$ cat src/rtl/core/gbn_pkg.sv
// gbn_pkg: shared types and codes for the go-back-n sender window
// used by go_back_n_sender_window and gbn_alu; no dependencies
package gbn_pkg;

    localparam int SEQ_W   = 32;
    localparam int CMD_W   = 3;
    localparam int WSIZE_W = 5;
    localparam int RETRY_W = 8;
    localparam int CFG_W   = 8;
    localparam int CFG_IDX_W = 1;

    localparam logic [CMD_W-1:0] CMD_START   = 3'd0;
    localparam logic [CMD_W-1:0] CMD_ACK     = 3'd1;
    localparam logic [CMD_W-1:0] CMD_REJECT  = 3'd2;
    localparam logic [CMD_W-1:0] CMD_TIMEOUT = 3'd3;
    localparam logic [CMD_W-1:0] CMD_CORRUPT = 3'd4;
    localparam logic [CMD_W-1:0] CMD_OTHER   = 3'd5;

    localparam logic [CFG_IDX_W-1:0] REG_WINDOW_SIZE = 1'd0;
    localparam logic [CFG_IDX_W-1:0] REG_RETRY_LIMIT = 1'd1;

    localparam logic [WSIZE_W-1:0] WINDOW_SIZE_RST = 5'd4;
    localparam logic [RETRY_W-1:0] RETRY_LIMIT_RST = 8'd10;

    typedef enum logic [2:0] {
        ST_IDLE,
        ST_DISPATCH,
        ST_SLIDE,
        ST_RESEND,
        ST_FILL,
        ST_STATUS
    } state_t;

    typedef enum logic [0:0] {
        ALU_ADD,
        ALU_SUB
    } alu_op_t;

endpackage

$ cat src/rtl/core/gbn_alu.sv
// gbn_alu: shared 32-bit add/subtract unit with carry out
// depends on gbn_pkg
module gbn_alu
    import gbn_pkg::*;
(
    input  alu_op_t          op,
    input  logic [SEQ_W-1:0] op_a,
    input  logic [SEQ_W-1:0] op_b,
    output logic [SEQ_W-1:0] sum,
    output logic             carry
);

    logic [SEQ_W-1:0] b_eff;
    logic             cin;

    always_comb begin
        case (op)
            ALU_ADD: begin
                b_eff = op_b;
                cin   = 1'b0;
            end
            ALU_SUB: begin
                b_eff = ~op_b;
                cin   = 1'b1;
            end
            default: begin
                b_eff = op_b;
                cin   = 1'b0;
            end
        endcase
    end

    // carry set on subtract means op_a >= op_b
    assign {carry, sum} = {1'b0, op_a} + {1'b0, b_eff} + {{SEQ_W{1'b0}}, cin};

endmodule

$ cat src/rtl/core/go_back_n_sender_window.sv
// go_back_n_sender_window: go-back-n sender window controller, top level
// depends on gbn_pkg and gbn_alu
//
// One event word is taken at a time; s_ready is high only while the sequencer is idle.
// An event passes through a dispatch state, then a slide state on an in-window
// acknowledgement, and then emits its result words (send orders, or a single status word
// when nothing is sent). A refill that finds the window already full, or a resend with
// nothing outstanding, spends an extra step in its state without emitting a word. All
// sequence arithmetic goes through one shared 32-bit add/subtract unit, which computes
// each send_seq as base plus an offset, one per cycle while the output register can take
// a word. Results pass through an output register, so a new event is accepted while the
// final word of the previous one waits.
module go_back_n_sender_window
    import gbn_pkg::*;
#(
    parameter int WINDOW_MAX = 16
) (
    input  logic                 aclk,
    input  logic                 aresetn,

    input  logic                 cfg_wr_en,
    input  logic [CFG_IDX_W-1:0] cfg_index,
    input  logic [CFG_W-1:0]     cfg_wr_data,

    input  logic                 s_valid,
    output logic                 s_ready,
    input  logic [CMD_W-1:0]     s_command,
    input  logic [SEQ_W-1:0]     s_seq_num,

    output logic                 m_valid,
    input  logic                 m_ready,
    output logic                 m_send_valid,
    output logic [SEQ_W-1:0]     m_send_seq,
    output logic                 m_fresh,
    output logic                 m_reposition,
    output logic                 m_failed,
    output logic [RETRY_W-1:0]   m_retries_left,
    output logic                 m_last
);

    localparam int CW = $clog2(WINDOW_MAX + 1);
    localparam int EW = (CW > WSIZE_W) ? CW : WSIZE_W;

    state_t state_reg, state_next;

    logic [WSIZE_W-1:0] window_size_reg, window_size_next;
    logic [RETRY_W-1:0] retry_limit_reg, retry_limit_next;

    logic [CMD_W-1:0]   cmd_reg, cmd_next;
    logic [SEQ_W-1:0]   seq_reg, seq_next;
    logic [SEQ_W-1:0]   diff_reg, diff_next;
    logic [SEQ_W-1:0]   base_reg, base_next;
    logic [CW-1:0]      in_flight_reg, in_flight_next;
    logic [CW-1:0]      idx_reg, idx_next;
    logic [RETRY_W-1:0] retries_reg, retries_next;
    logic               failed_reg, failed_next;
    logic               running_reg, running_next;
    logic               repos_reg, repos_next;
    logic               emitted_reg, emitted_next;

    logic               m_valid_reg, m_valid_next;
    logic               m_send_valid_reg, m_send_valid_next;
    logic [SEQ_W-1:0]   m_send_seq_reg, m_send_seq_next;
    logic               m_fresh_reg, m_fresh_next;
    logic               m_reposition_reg, m_reposition_next;
    logic               m_failed_reg, m_failed_next;
    logic [RETRY_W-1:0] m_retries_reg, m_retries_next;
    logic               m_last_reg, m_last_next;

    alu_op_t            alu_op;
    logic [SEQ_W-1:0]   alu_a, alu_b, alu_sum;
    logic               alu_carry;

    logic [EW-1:0]      ws_ext;
    logic [CW-1:0]      win;
    logic [RETRY_W-1:0] lim;
    logic [RETRY_W-1:0] dec_retries;
    logic               active;
    logic               out_free;
    logic [CW-1:0]      pop;
    logic               fill_room;
    logic               fill_last;
    logic               resend_end;
    logic               resend_last;

    gbn_alu u_alu (
        .op    (alu_op),
        .op_a  (alu_a),
        .op_b  (alu_b),
        .sum   (alu_sum),
        .carry (alu_carry)
    );

    // effective window and retry limit
    assign ws_ext = EW'(window_size_reg);
    always_comb begin
        if (window_size_reg == '0) begin
            win = CW'(1);
        end else if (ws_ext > EW'(WINDOW_MAX)) begin
            win = CW'(WINDOW_MAX);
        end else begin
            win = ws_ext[CW-1:0];
        end
    end

    assign lim         = (retry_limit_reg == '0) ? RETRY_W'(1) : retry_limit_reg;
    assign dec_retries = (retries_reg == '0) ? '0 : retries_reg - RETRY_W'(1);
    assign active      = running_reg && !failed_reg;
    assign out_free    = !m_valid_reg || m_ready;

    assign pop = (diff_reg >= SEQ_W'(in_flight_reg)) ? in_flight_reg
                                                       : diff_reg[CW-1:0] + CW'(1);

    assign fill_room   = in_flight_reg < win;
    assign fill_last   = (in_flight_reg + CW'(1)) >= win;
    assign resend_end  = (idx_reg + CW'(1)) == in_flight_reg;
    assign resend_last = resend_end && !fill_room;

    // shared unit operand select
    always_comb begin
        alu_op = ALU_ADD;
        alu_a  = base_reg;
        alu_b  = SEQ_W'(in_flight_reg);
        case (state_reg)
            ST_DISPATCH: begin
                alu_op = ALU_SUB;
                alu_a  = seq_reg;
                alu_b  = base_reg;
            end
            ST_SLIDE: begin
                alu_b = SEQ_W'(pop);
            end
            ST_RESEND: begin
                alu_b = SEQ_W'(idx_reg);
            end
            default: begin
                alu_b = SEQ_W'(in_flight_reg);
            end
        endcase
    end

    // next state
    always_comb begin
        state_next = state_reg;
        case (state_reg)
            ST_IDLE: begin
                if (s_valid) begin
                    state_next = ST_DISPATCH;
                end
            end
            ST_DISPATCH: begin
                if (cmd_reg == CMD_START) begin
                    state_next = ST_FILL;
                end else if (!active) begin
                    state_next = ST_STATUS;
                end else begin
                    case (cmd_reg)
                        CMD_ACK:     state_next = alu_carry ? ST_SLIDE : ST_STATUS;
                        CMD_REJECT:  state_next = alu_carry ? ST_RESEND : ST_FILL;
                        CMD_TIMEOUT: state_next = (dec_retries == '0) ? ST_STATUS : ST_FILL;
                        CMD_CORRUPT: begin
                            state_next = (lim == RETRY_W'(1)) ? ST_STATUS : ST_FILL;
                        end
                        default:     state_next = ST_STATUS;
                    endcase
                end
            end
            ST_SLIDE: begin
                state_next = ST_FILL;
            end
            ST_RESEND: begin
                if (in_flight_reg == '0) begin
                    state_next = ST_FILL;
                end else if (out_free && resend_end) begin
                    state_next = resend_last ? ST_IDLE : ST_FILL;
                end
            end
            ST_FILL: begin
                if (fill_room) begin
                    if (out_free && fill_last) begin
                        state_next = ST_IDLE;
                    end
                end else begin
                    state_next = emitted_reg ? ST_IDLE : ST_STATUS;
                end
            end
            ST_STATUS: begin
                if (out_free) begin
                    state_next = ST_IDLE;
                end
            end
            default: begin
                state_next = ST_IDLE;
            end
        endcase
    end

    // datapath and output word
    always_comb begin
        window_size_next = window_size_reg;
        retry_limit_next = retry_limit_reg;
        cmd_next         = cmd_reg;
        seq_next         = seq_reg;
        diff_next        = diff_reg;
        base_next        = base_reg;
        in_flight_next   = in_flight_reg;
        idx_next         = idx_reg;
        retries_next     = retries_reg;
        failed_next      = failed_reg;
        running_next     = running_reg;
        repos_next       = repos_reg;
        emitted_next     = emitted_reg;

        m_valid_next      = m_valid_reg && !m_ready;
        m_send_valid_next = m_send_valid_reg;
        m_send_seq_next   = m_send_seq_reg;
        m_fresh_next      = m_fresh_reg;
        m_reposition_next = m_reposition_reg;
        m_failed_next     = m_failed_reg;
        m_retries_next    = m_retries_reg;
        m_last_next       = m_last_reg;

        if (cfg_wr_en) begin
            case (cfg_index)
                REG_WINDOW_SIZE: window_size_next = cfg_wr_data[WSIZE_W-1:0];
                REG_RETRY_LIMIT: retry_limit_next = cfg_wr_data[RETRY_W-1:0];
                default: ;
            endcase
        end

        case (state_reg)
            ST_IDLE: begin
                if (s_valid) begin
                    cmd_next     = s_command;
                    seq_next     = s_seq_num;
                    emitted_next = 1'b0;
                    repos_next   = 1'b0;
                end
            end
            ST_DISPATCH: begin
                if (cmd_reg == CMD_START) begin
                    running_next   = 1'b1;
                    failed_next    = 1'b0;
                    base_next      = '0;
                    in_flight_next = '0;
                    retries_next   = lim;
                end else if (active) begin
                    case (cmd_reg)
                        CMD_ACK: begin
                            retries_next = lim;
                            diff_next    = alu_sum;
                        end
                        CMD_REJECT: begin
                            retries_next = lim;
                            if (alu_carry) begin
                                idx_next = '0;
                            end else begin
                                base_next      = seq_reg;
                                in_flight_next = '0;
                                repos_next     = 1'b1;
                            end
                        end
                        CMD_TIMEOUT: begin
                            retries_next = dec_retries;
                            if (dec_retries == '0) begin
                                failed_next = 1'b1;
                            end
                        end
                        CMD_CORRUPT: begin
                            retries_next = lim - RETRY_W'(1);
                            if (lim == RETRY_W'(1)) begin
                                failed_next = 1'b1;
                            end
                        end
                        CMD_OTHER: begin
                            retries_next = lim;
                        end
                        default: ;
                    endcase
                end
            end
            ST_SLIDE: begin
                base_next      = alu_sum;
                in_flight_next = in_flight_reg - pop;
            end
            ST_RESEND: begin
                if (in_flight_reg != '0 && out_free) begin
                    m_valid_next      = 1'b1;
                    m_send_valid_next = 1'b1;
                    m_send_seq_next   = alu_sum;
                    m_fresh_next      = 1'b0;
                    m_reposition_next = 1'b0;
                    m_failed_next     = failed_reg;
                    m_retries_next    = retries_reg;
                    m_last_next       = resend_last;
                    idx_next          = idx_reg + CW'(1);
                    emitted_next      = 1'b1;
                end
            end
            ST_FILL: begin
                if (fill_room && out_free) begin
                    m_valid_next      = 1'b1;
                    m_send_valid_next = 1'b1;
                    m_send_seq_next   = alu_sum;
                    m_fresh_next      = 1'b1;
                    m_reposition_next = repos_reg;
                    m_failed_next     = failed_reg;
                    m_retries_next    = retries_reg;
                    m_last_next       = fill_last;
                    in_flight_next    = in_flight_reg + CW'(1);
                    repos_next        = 1'b0;
                    emitted_next      = 1'b1;
                end
            end
            ST_STATUS: begin
                if (out_free) begin
                    m_valid_next      = 1'b1;
                    m_send_valid_next = 1'b0;
                    m_send_seq_next   = '0;
                    m_fresh_next      = 1'b0;
                    m_reposition_next = 1'b0;
                    m_failed_next     = failed_reg;
                    m_retries_next    = retries_reg;
                    m_last_next       = 1'b1;
                end
            end
            default: ;
        endcase
    end

    // control state
    always_ff @(posedge aclk) begin
        if (!aresetn) begin
            state_reg       <= ST_IDLE;
            window_size_reg <= WINDOW_SIZE_RST;
            retry_limit_reg <= RETRY_LIMIT_RST;
            base_reg        <= '0;
            in_flight_reg   <= '0;
            retries_reg     <= '0;
            failed_reg      <= 1'b0;
            running_reg     <= 1'b0;
            repos_reg       <= 1'b0;
            emitted_reg     <= 1'b0;
            idx_reg         <= '0;
            m_valid_reg     <= 1'b0;
        end else begin
            state_reg       <= state_next;
            window_size_reg <= window_size_next;
            retry_limit_reg <= retry_limit_next;
            base_reg        <= base_next;
            in_flight_reg   <= in_flight_next;
            retries_reg     <= retries_next;
            failed_reg      <= failed_next;
            running_reg     <= running_next;
            repos_reg       <= repos_next;
            emitted_reg     <= emitted_next;
            idx_reg         <= idx_next;
            m_valid_reg     <= m_valid_next;
        end
    end

    // payload
    always_ff @(posedge aclk) begin
        cmd_reg          <= cmd_next;
        seq_reg          <= seq_next;
        diff_reg         <= diff_next;
        m_send_valid_reg <= m_send_valid_next;
        m_send_seq_reg   <= m_send_seq_next;
        m_fresh_reg      <= m_fresh_next;
        m_reposition_reg <= m_reposition_next;
        m_failed_reg     <= m_failed_next;
        m_retries_reg    <= m_retries_next;
        m_last_reg       <= m_last_next;
    end

    assign s_ready        = (state_reg == ST_IDLE);
    assign m_valid        = m_valid_reg;
    assign m_send_valid   = m_send_valid_reg;
    assign m_send_seq     = m_send_seq_reg;
    assign m_fresh        = m_fresh_reg;
    assign m_reposition   = m_reposition_reg;
    assign m_failed       = m_failed_reg;
    assign m_retries_left = m_retries_reg;
    assign m_last         = m_last_reg;

endmodule

$ cat config.mk
export PLATFORM = sky130hd
export DESIGN_NAME = go_back_n_sender_window
export DESIGN_NICKNAME = d
export VERILOG_FILES = /design/src/rtl/core/gbn_pkg.sv /design/src/rtl/core/gbn_alu.sv /design/src/rtl/core/go_back_n_sender_window.sv
export SDC_FILE = /design/constraint.sdc
export NUM_CORES = 1
export LEC_CHECK = 0
export BUFFER_PORTS_ARGS = -buffer_cell sky130_fd_sc_hd__buf_2
export CORE_MARGIN = 2
export CORE_UTILIZATION = 50
export CTS_BUF_LIST = sky130_fd_sc_hd__clkbuf_4
export CTS_CLUSTER_SIZE = 12
export DETAILED_ROUTE_END_ITERATION = 6
export GPL_ROUTABILITY_DRIVEN = 0
export PLACE_DENSITY = 0.72
export SYNTH_ARGS = -nofsm -noshare
export SYNTH_HDL_FRONTEND = slang
export SYNTH_SLANG_ARGS = --single-unit
$ cat constraint.sdc
create_clock -name aclk -period 5.2 [get_ports aclk]
set_input_delay 0.52 -clock aclk [delete_from_list [all_inputs] [get_ports aclk]]
set_output_delay 0.52 -clock aclk [all_outputs]
set_load 0.03 [all_outputs]
; Yosys cells after proc, flatten, opt, wreduce, memory -nomap -nowiden
; Cells that the tools add are included.
[totals]
reg_bits = 183
output_inout_bits = 47
word_cells = 197
[op_classes]
n_addsub = 8
n_lt_le_gt_ge = 4
n_eq_ne = 28
mux = 87
bitwise_logic = 4
reduce_logical = 44
[op_table]
columns = operator, count
row1 = two-way mux 32 bit, 8
row2 = case mux 32 bit (3 select lines), 2
row3 = case mux 32 bit (2 select lines), 2
row4 = two-way mux 5 bit, 13
row5 = two-way mux 8 bit, 7
row6 = case mux 8 bit (3 select lines), 2
row7 = two-way mux 3 bit, 12
row8 = adder 32 x 32 -> 33 bit, 1
row9 = adder 33 x 1 -> 33 bit, 1
row10 = greater-or-equal comparator 32 x 5 -> 1 bit, 1
row11 = NOT 32 bit, 1
row12 = two-way mux 1 bit, 27
row13 = zero test 8 bit, 3
row14 = case mux 1 bit (3 select lines), 8
row15 = AND reduction 4 bit, 5
row16 = inequality test 3 bit (second input constant), 6
row17 = case mux 3 bit (6 select lines), 1
row18 = inequality test 2 bit (second input constant), 8
row19 = subtractor 8 x 1 -> 8 bit (second input constant), 2
row20 = adder 5 x 1 -> 5 bit (second input constant), 3
row21 = case mux 5 bit (3 select lines), 1
row22 = nonzero test 3 bit, 5
row23 = equality test 3 x 2 -> 1 bit (second input constant), 4
row24 = equality test 3 bit (second input constant), 4
row25 = 27 further kinds, 48

; Logic depth before layout (Yosys ltp)
[depth]
depth_word = 12
mapped_depth = 25

; Cells and area by module
; A second synthesis with hierarchy kept.
[unflattened]
cells_unflattened = 1208
hier_area_um2 = 11204.5
[modules_own_cells]
columns = mod, instances, cells_per_inst, area_per_inst_um2
row1 = go_back_n_sender_window, 1, 886, 8949.8
row2 = gbn_alu, 1, 322, 2254.7

; Worst setup path before layout
; No wires, ideal clock.
[synth_timing]
kind = register to register
from = register in_flight_reg[2]
to = register base_reg[20]
setup_time_ns = 0.120
t_arrival_ns = 4.902
required_time_ns = 5.080
path_slack_ns = 0.179
path_stages_with_launch = 22
n_path_buf = 3
period_less_slack_ns = 5.021
path_cell_list = dfxtp_1 > clkbuf_1 > inv_1 > ha_1 > o21a_1 > o211ai_1 > o211a_1 > clkbuf_1 > o21ai_0 > a22oi_1 > o22ai_1 > fa_1 > a211oi_4 > o21ai_2 > a2111oi_4 > nor3_2 > o21ai_2 > o21ai_4 > o311a_1 > buf_6 > and3_1 > a211o_1
[synth_via]
elab_chain_cells = 9
elab_cells_between_ends = 10
classes_between = add/sub: 2 / order compare: 1 / eq/ne: 1 / mux: 4 / bitwise: 1 / reduce/logical: 1
[synth_lines]
columns = element, line_no
row1 = start: declaration, go_back_n_sender_window.sv:53  ; logic [CW-1:0] in_flight_reg, in_flight_next;
row2 = start signal: assignment, go_back_n_sender_window.sv:351  ; in_flight_reg <= in_flight_next;
row3 = greater-or-equal comparator 32 x 5 -> 1 bit, go_back_n_sender_window.sv:111  ; assign pop = (diff_reg >= SEQ_W'(in_flight_reg)) ? in_flight_reg
row4 = two-way mux 5 bit, go_back_n_sender_window.sv:111
row5 = case mux 32 bit (3 select lines) (*), go_back_n_sender_window.sv:124  ; case (state_reg)
row6 = NOT 32 bit, gbn_alu.sv:23  ; b_eff = ~op_b;
row7 = case mux 32 bit (2 select lines) (*), gbn_alu.sv:17  ; case (op)
row8 = adder 32 x 32 -> 33 bit (*), gbn_alu.sv:34  ; assign {carry, sum} = {1'b0, op_a} + {1'b0, b_eff} + {{SEQ_W{1'b0}}, cin};
row9 = adder 33 x 1 -> 33 bit (*), gbn_alu.sv:34
row10 = inequality test 3 bit (no line), -
row11 = AND reduction 4 bit (no line), -
row12 = end signal: assignment, go_back_n_sender_window.sv:350  ; base_reg <= base_next;
row13 = end: declaration, go_back_n_sender_window.sv:52  ; logic [SEQ_W-1:0] base_reg, base_next;
; Every way passes the cells marked *; elsewhere a longest branch is shown, timed or not.
; A chain may end at the register's enable or synchronous reset.

; Final worst setup path
[layout_timing]
from = register diff_reg[0]
to = register base_reg[28]
[layout_via]
elab_cells_between_ends = 11
classes_between = add/sub: 3 / order compare: 1 / eq/ne: 1 / mux: 4 / bitwise: 1 / reduce/logical: 1
[layout_rtl]
columns = element, line_no
row1 = start: declaration, go_back_n_sender_window.sv:51  ; logic [SEQ_W-1:0] diff_reg, diff_next;
row2 = start signal: assignment, go_back_n_sender_window.sv:366  ; diff_reg <= diff_next;
row3 = greater-or-equal comparator 32 x 5 -> 1 bit or adder 5 x 1 -> 5 bit (tied branches), "go_back_n_sender_window.sv:111, go_back_n_sender_window.sv:112"
row4 = two-way mux 5 bit (*), go_back_n_sender_window.sv:111
row5 = case mux 32 bit (3 select lines) (*), go_back_n_sender_window.sv:124
row6 = NOT 32 bit, gbn_alu.sv:23
row7 = case mux 32 bit (2 select lines) (*), gbn_alu.sv:17
row8 = adder 32 x 32 -> 33 bit (*), gbn_alu.sv:34
row9 = adder 33 x 1 -> 33 bit (*), gbn_alu.sv:34
row10 = net alu_sum[28], go_back_n_sender_window.sv:71  ; logic [SEQ_W-1:0] alu_a, alu_b, alu_sum;
row11 = case mux 32 bit (2 select lines) (*), go_back_n_sender_window.sv:231  ; case (state_reg)
; The timed path passes the listed nets; every way through them passes the cells marked *.

==> results.sh <==
export IMPL_end_kind="flip-flop"
export IMPL_nets=1410
export IMPL_ff_latch_area_um2=4785
export IMPL_area_growth_pct=10.79
export IMPL_netlist_instances=1215
export IMPL_port_buffers=95
export IMPL_grt_start_max_net_pins=37
export IMPL_timing_worst_setup_path_type="reg2reg"
export IMPL_root_buffer="clkbuf_4"
export IMPL_status="finished clean"
export IMPL_slew_viol_final=0
export IMPL_tritoncts="built"
export IMPL_syn_area_um2=11000
export IMPL_critPathRequiredTime_ns=5.76
export IMPL_top_layer="met4"
export IMPL_globalRouteTotalUtil_pct=25.65
export IMPL_dp_cells=1563
export IMPL_routedLengthMet1_um=13730
export IMPL_cp_data_arrival_time_ns=5.50
export IMPL_synth_top_area_cell="edfxtp_1"
export IMPL_p_leak_nw=4.985
export IMPL_first_iter_violations=922
export IMPL_cts_htree_levels=4
export IMPL_cts_num_sinks=183
export IMPL_ys_types=83
export IMPL_vias=9617
export IMPL_setup_tns_ns=0
export IMPL_grt_overflow=0
export IMPL_drt_wl_total_um=29990
export IMPL_multi_input_area_um2=5832
export IMPL_yosysMostFrequentCell="nand2_1"
export IMPL_hold_viol=0
export IMPL_finalCritPeriodShare_pct=95.11
export IMPL_hold_slack_ns=0.06383
export IMPL_hold_class="in2reg"
export IMPL_design_core_area_um2=21690
export IMPL_antenna_found_initial=1
export IMPL_die_w_um=152.3
export IMPL_cp_max_fo=9
export IMPL_cts_buffers=17
export IMPL_relSlewSlack_pct=19.45
export IMPL_clock_latency_ns=0.62
export IMPL_dp_hpwl_um=21380
export IMPL_grt_pass1_vias=9089
export IMPL_ios=96
export IMPL_first_pass_iters=5
export IMPL_synth_top_cells_by_count="173 x nand2_1, 143 x nor2_1, 112 x edfxtp_1, 73 x a21oi_1, 71 x dfxtp_1"
export IMPL_ff2ff_setup_slack_ns=0.25
export IMPL_maxCapViolCount=0
export IMPL_synthArstFlopShare_pct=0
export IMPL_dr_wl_met2_um=13500
export IMPL_yosysTopAreaCellShare_pct=30.59
export IMPL_yosysSeqAreaShare_pct=43.51
export IMPL_power_density_nw_per_um2=519.5
export IMPL_finalClockSkew_ns=0.02789
export IMPL_fmax_mhz=202.2
export IMPL_ys_ff_latch=183
export IMPL_clk_path_buf_depth=2
export IMPL_finalCriticalPeriod_ns=4.946
export IMPL_grt_pass1_wl_um=48190
export IMPL_fillCellCount=1976
export IMPL_die_y_um=152.3
export IMPL_yosys_most_used_dff="edfxtp_1"
export IMPL_ctsHoldBuffers=0
export IMPL_drt_vias_per_instance=6.026
export IMPL_drc=0
export IMPL_ant_nets=0
export IMPL_dieArea_um2=23190
export IMPL_start_util_pct=50.70
export IMPL_rows=54
export IMPL_tightest_slew_ns=1.207
export IMPL_wl_met3_um=1981
export IMPL_critPathLaunchType="flip-flop"
export IMPL_rsz0062_at_grt="false"
export IMPL_setup_viol=0
export IMPL_layout_drive_gt1_share_pct=15.59
export IMPL_syn_avg_cell_area_um2=9.050
export IMPL_stdcell_count=1596
export IMPL_synthTopCellsByArea="edfxtp_1 31%, dfxtp_1 13%, ha_1 6.5%, nand2_1 5.9%, nor2_1 4.9%"
export IMPL_wl_per_cell_um=18.79
export IMPL_syn_nets=1323
export IMPL_vdd_drop_max_mv=0.2930
export IMPL_path_clk_slew_ns=0.17
export IMPL_final_util_pct=56.17
export IMPL_synth_edf_count=112
export IMPL_yosysWarnings=0
==> final cells by class <==
cell class / count / area share [%]
Sequential cell: 183 / 39.28
Multi-Input combinational cell: 928 / 47.87
Tap cell: 280 / 2.876
Inverter: 39 / 1.202
Timing Repair Buffer: 133 / 6.378
Antenna cell: 1 / 0.02054
Clock inverter: 14 / 1.263
Clock buffer: 18 / 1.109
==> final timing paths <==
kind / from / to / cells past startpoint
max reg2reg: diff_reg[0] / base_reg[28] / 21
min: s_command[2] / cmd_reg[2] / 1
max: diff_reg[0] / base_reg[28] / 21
min reg2reg: repos_reg / repos_reg / 2
==> power breakdown <==
group	internal [mW]	switching, mW	total, mW
logic	1.12	2.19	3.32
registers	2.02	0.153	2.18
clock network	0.268	0.568	0.835
==> cells by family after synthesis <==
family,synth area share [%]
buffers and inverters,3.892
adders and majority gates,6.850
DFF,43.51
AOI/OAI and AO/OA,20.48
and+or+nand+nor,21.36
muxes,1.036
xor gates and xnor gates,2.868
==> routing by layer <==
layer / track usage [%] / vias to the layer above
met4: 8.634 / 0
met5: 0 / -
met3: 3.896 / 50
met2: 39.77 / 373
li1: - / 4647
met1: 36.91 / 4547
==> metrics by stage <==
step	power, mW	instance area, µm²	setup WS [ns]
CTS	6.304	12160	0.04690
global route	6.727	12180	0.02022
detailed placement	5.462	11870	0.06306
finish	6.329	12180	0.2541
global placement	5.413	11870	0.2027
floorplan	4.537	11000	0.1785
==> layout by cell type (no fill, tap or decap), drive strengths merged, types with 22 or more instances in the layout <==
| master | count |
|---|---|
| and2 | 29 |
| a21o | 22 |
| nand2 | 173 |
| inv | 49 |
| ha | 57 |
| a21oi | 73 |
| edfxtp | 112 |
| nor3 | 44 |
| o21ai | 67 |
| buf | 133 |
| xnor2 | 24 |
| nor2 | 143 |
| dfxtp | 71 |
==> critical path: stages, from the launching register on <==
cell and delay (ns):
edfxtp_1 0.45, inv_1 0.06, ha_1 0.28, nand2b_1 0.18, a2111oi_4 0.42, o211a_4 0.27
nor2_1 0.05, a21oi_1 0.16, nor2b_1 0.07, a21oi_1 0.14, o22ai_1 0.11, ha_1 0.41
o21ai_1 0.15, o21ai_2 0.21, a2111oi_4 0.12, nor3_2 0.27, nor2_1 0.13, o41ai_1 0.38
nor4bb_1 0.58, buf_4 0.21, nand2_1 0.05, a31oi_1 0.17
==> timing repair <==
action / CTS / global route
setup endpoints to repair: 0 / 41
setup buffers: 0 / 0
gates resized for setup: 0 / 7
Power figures use the tool's default switching activity.
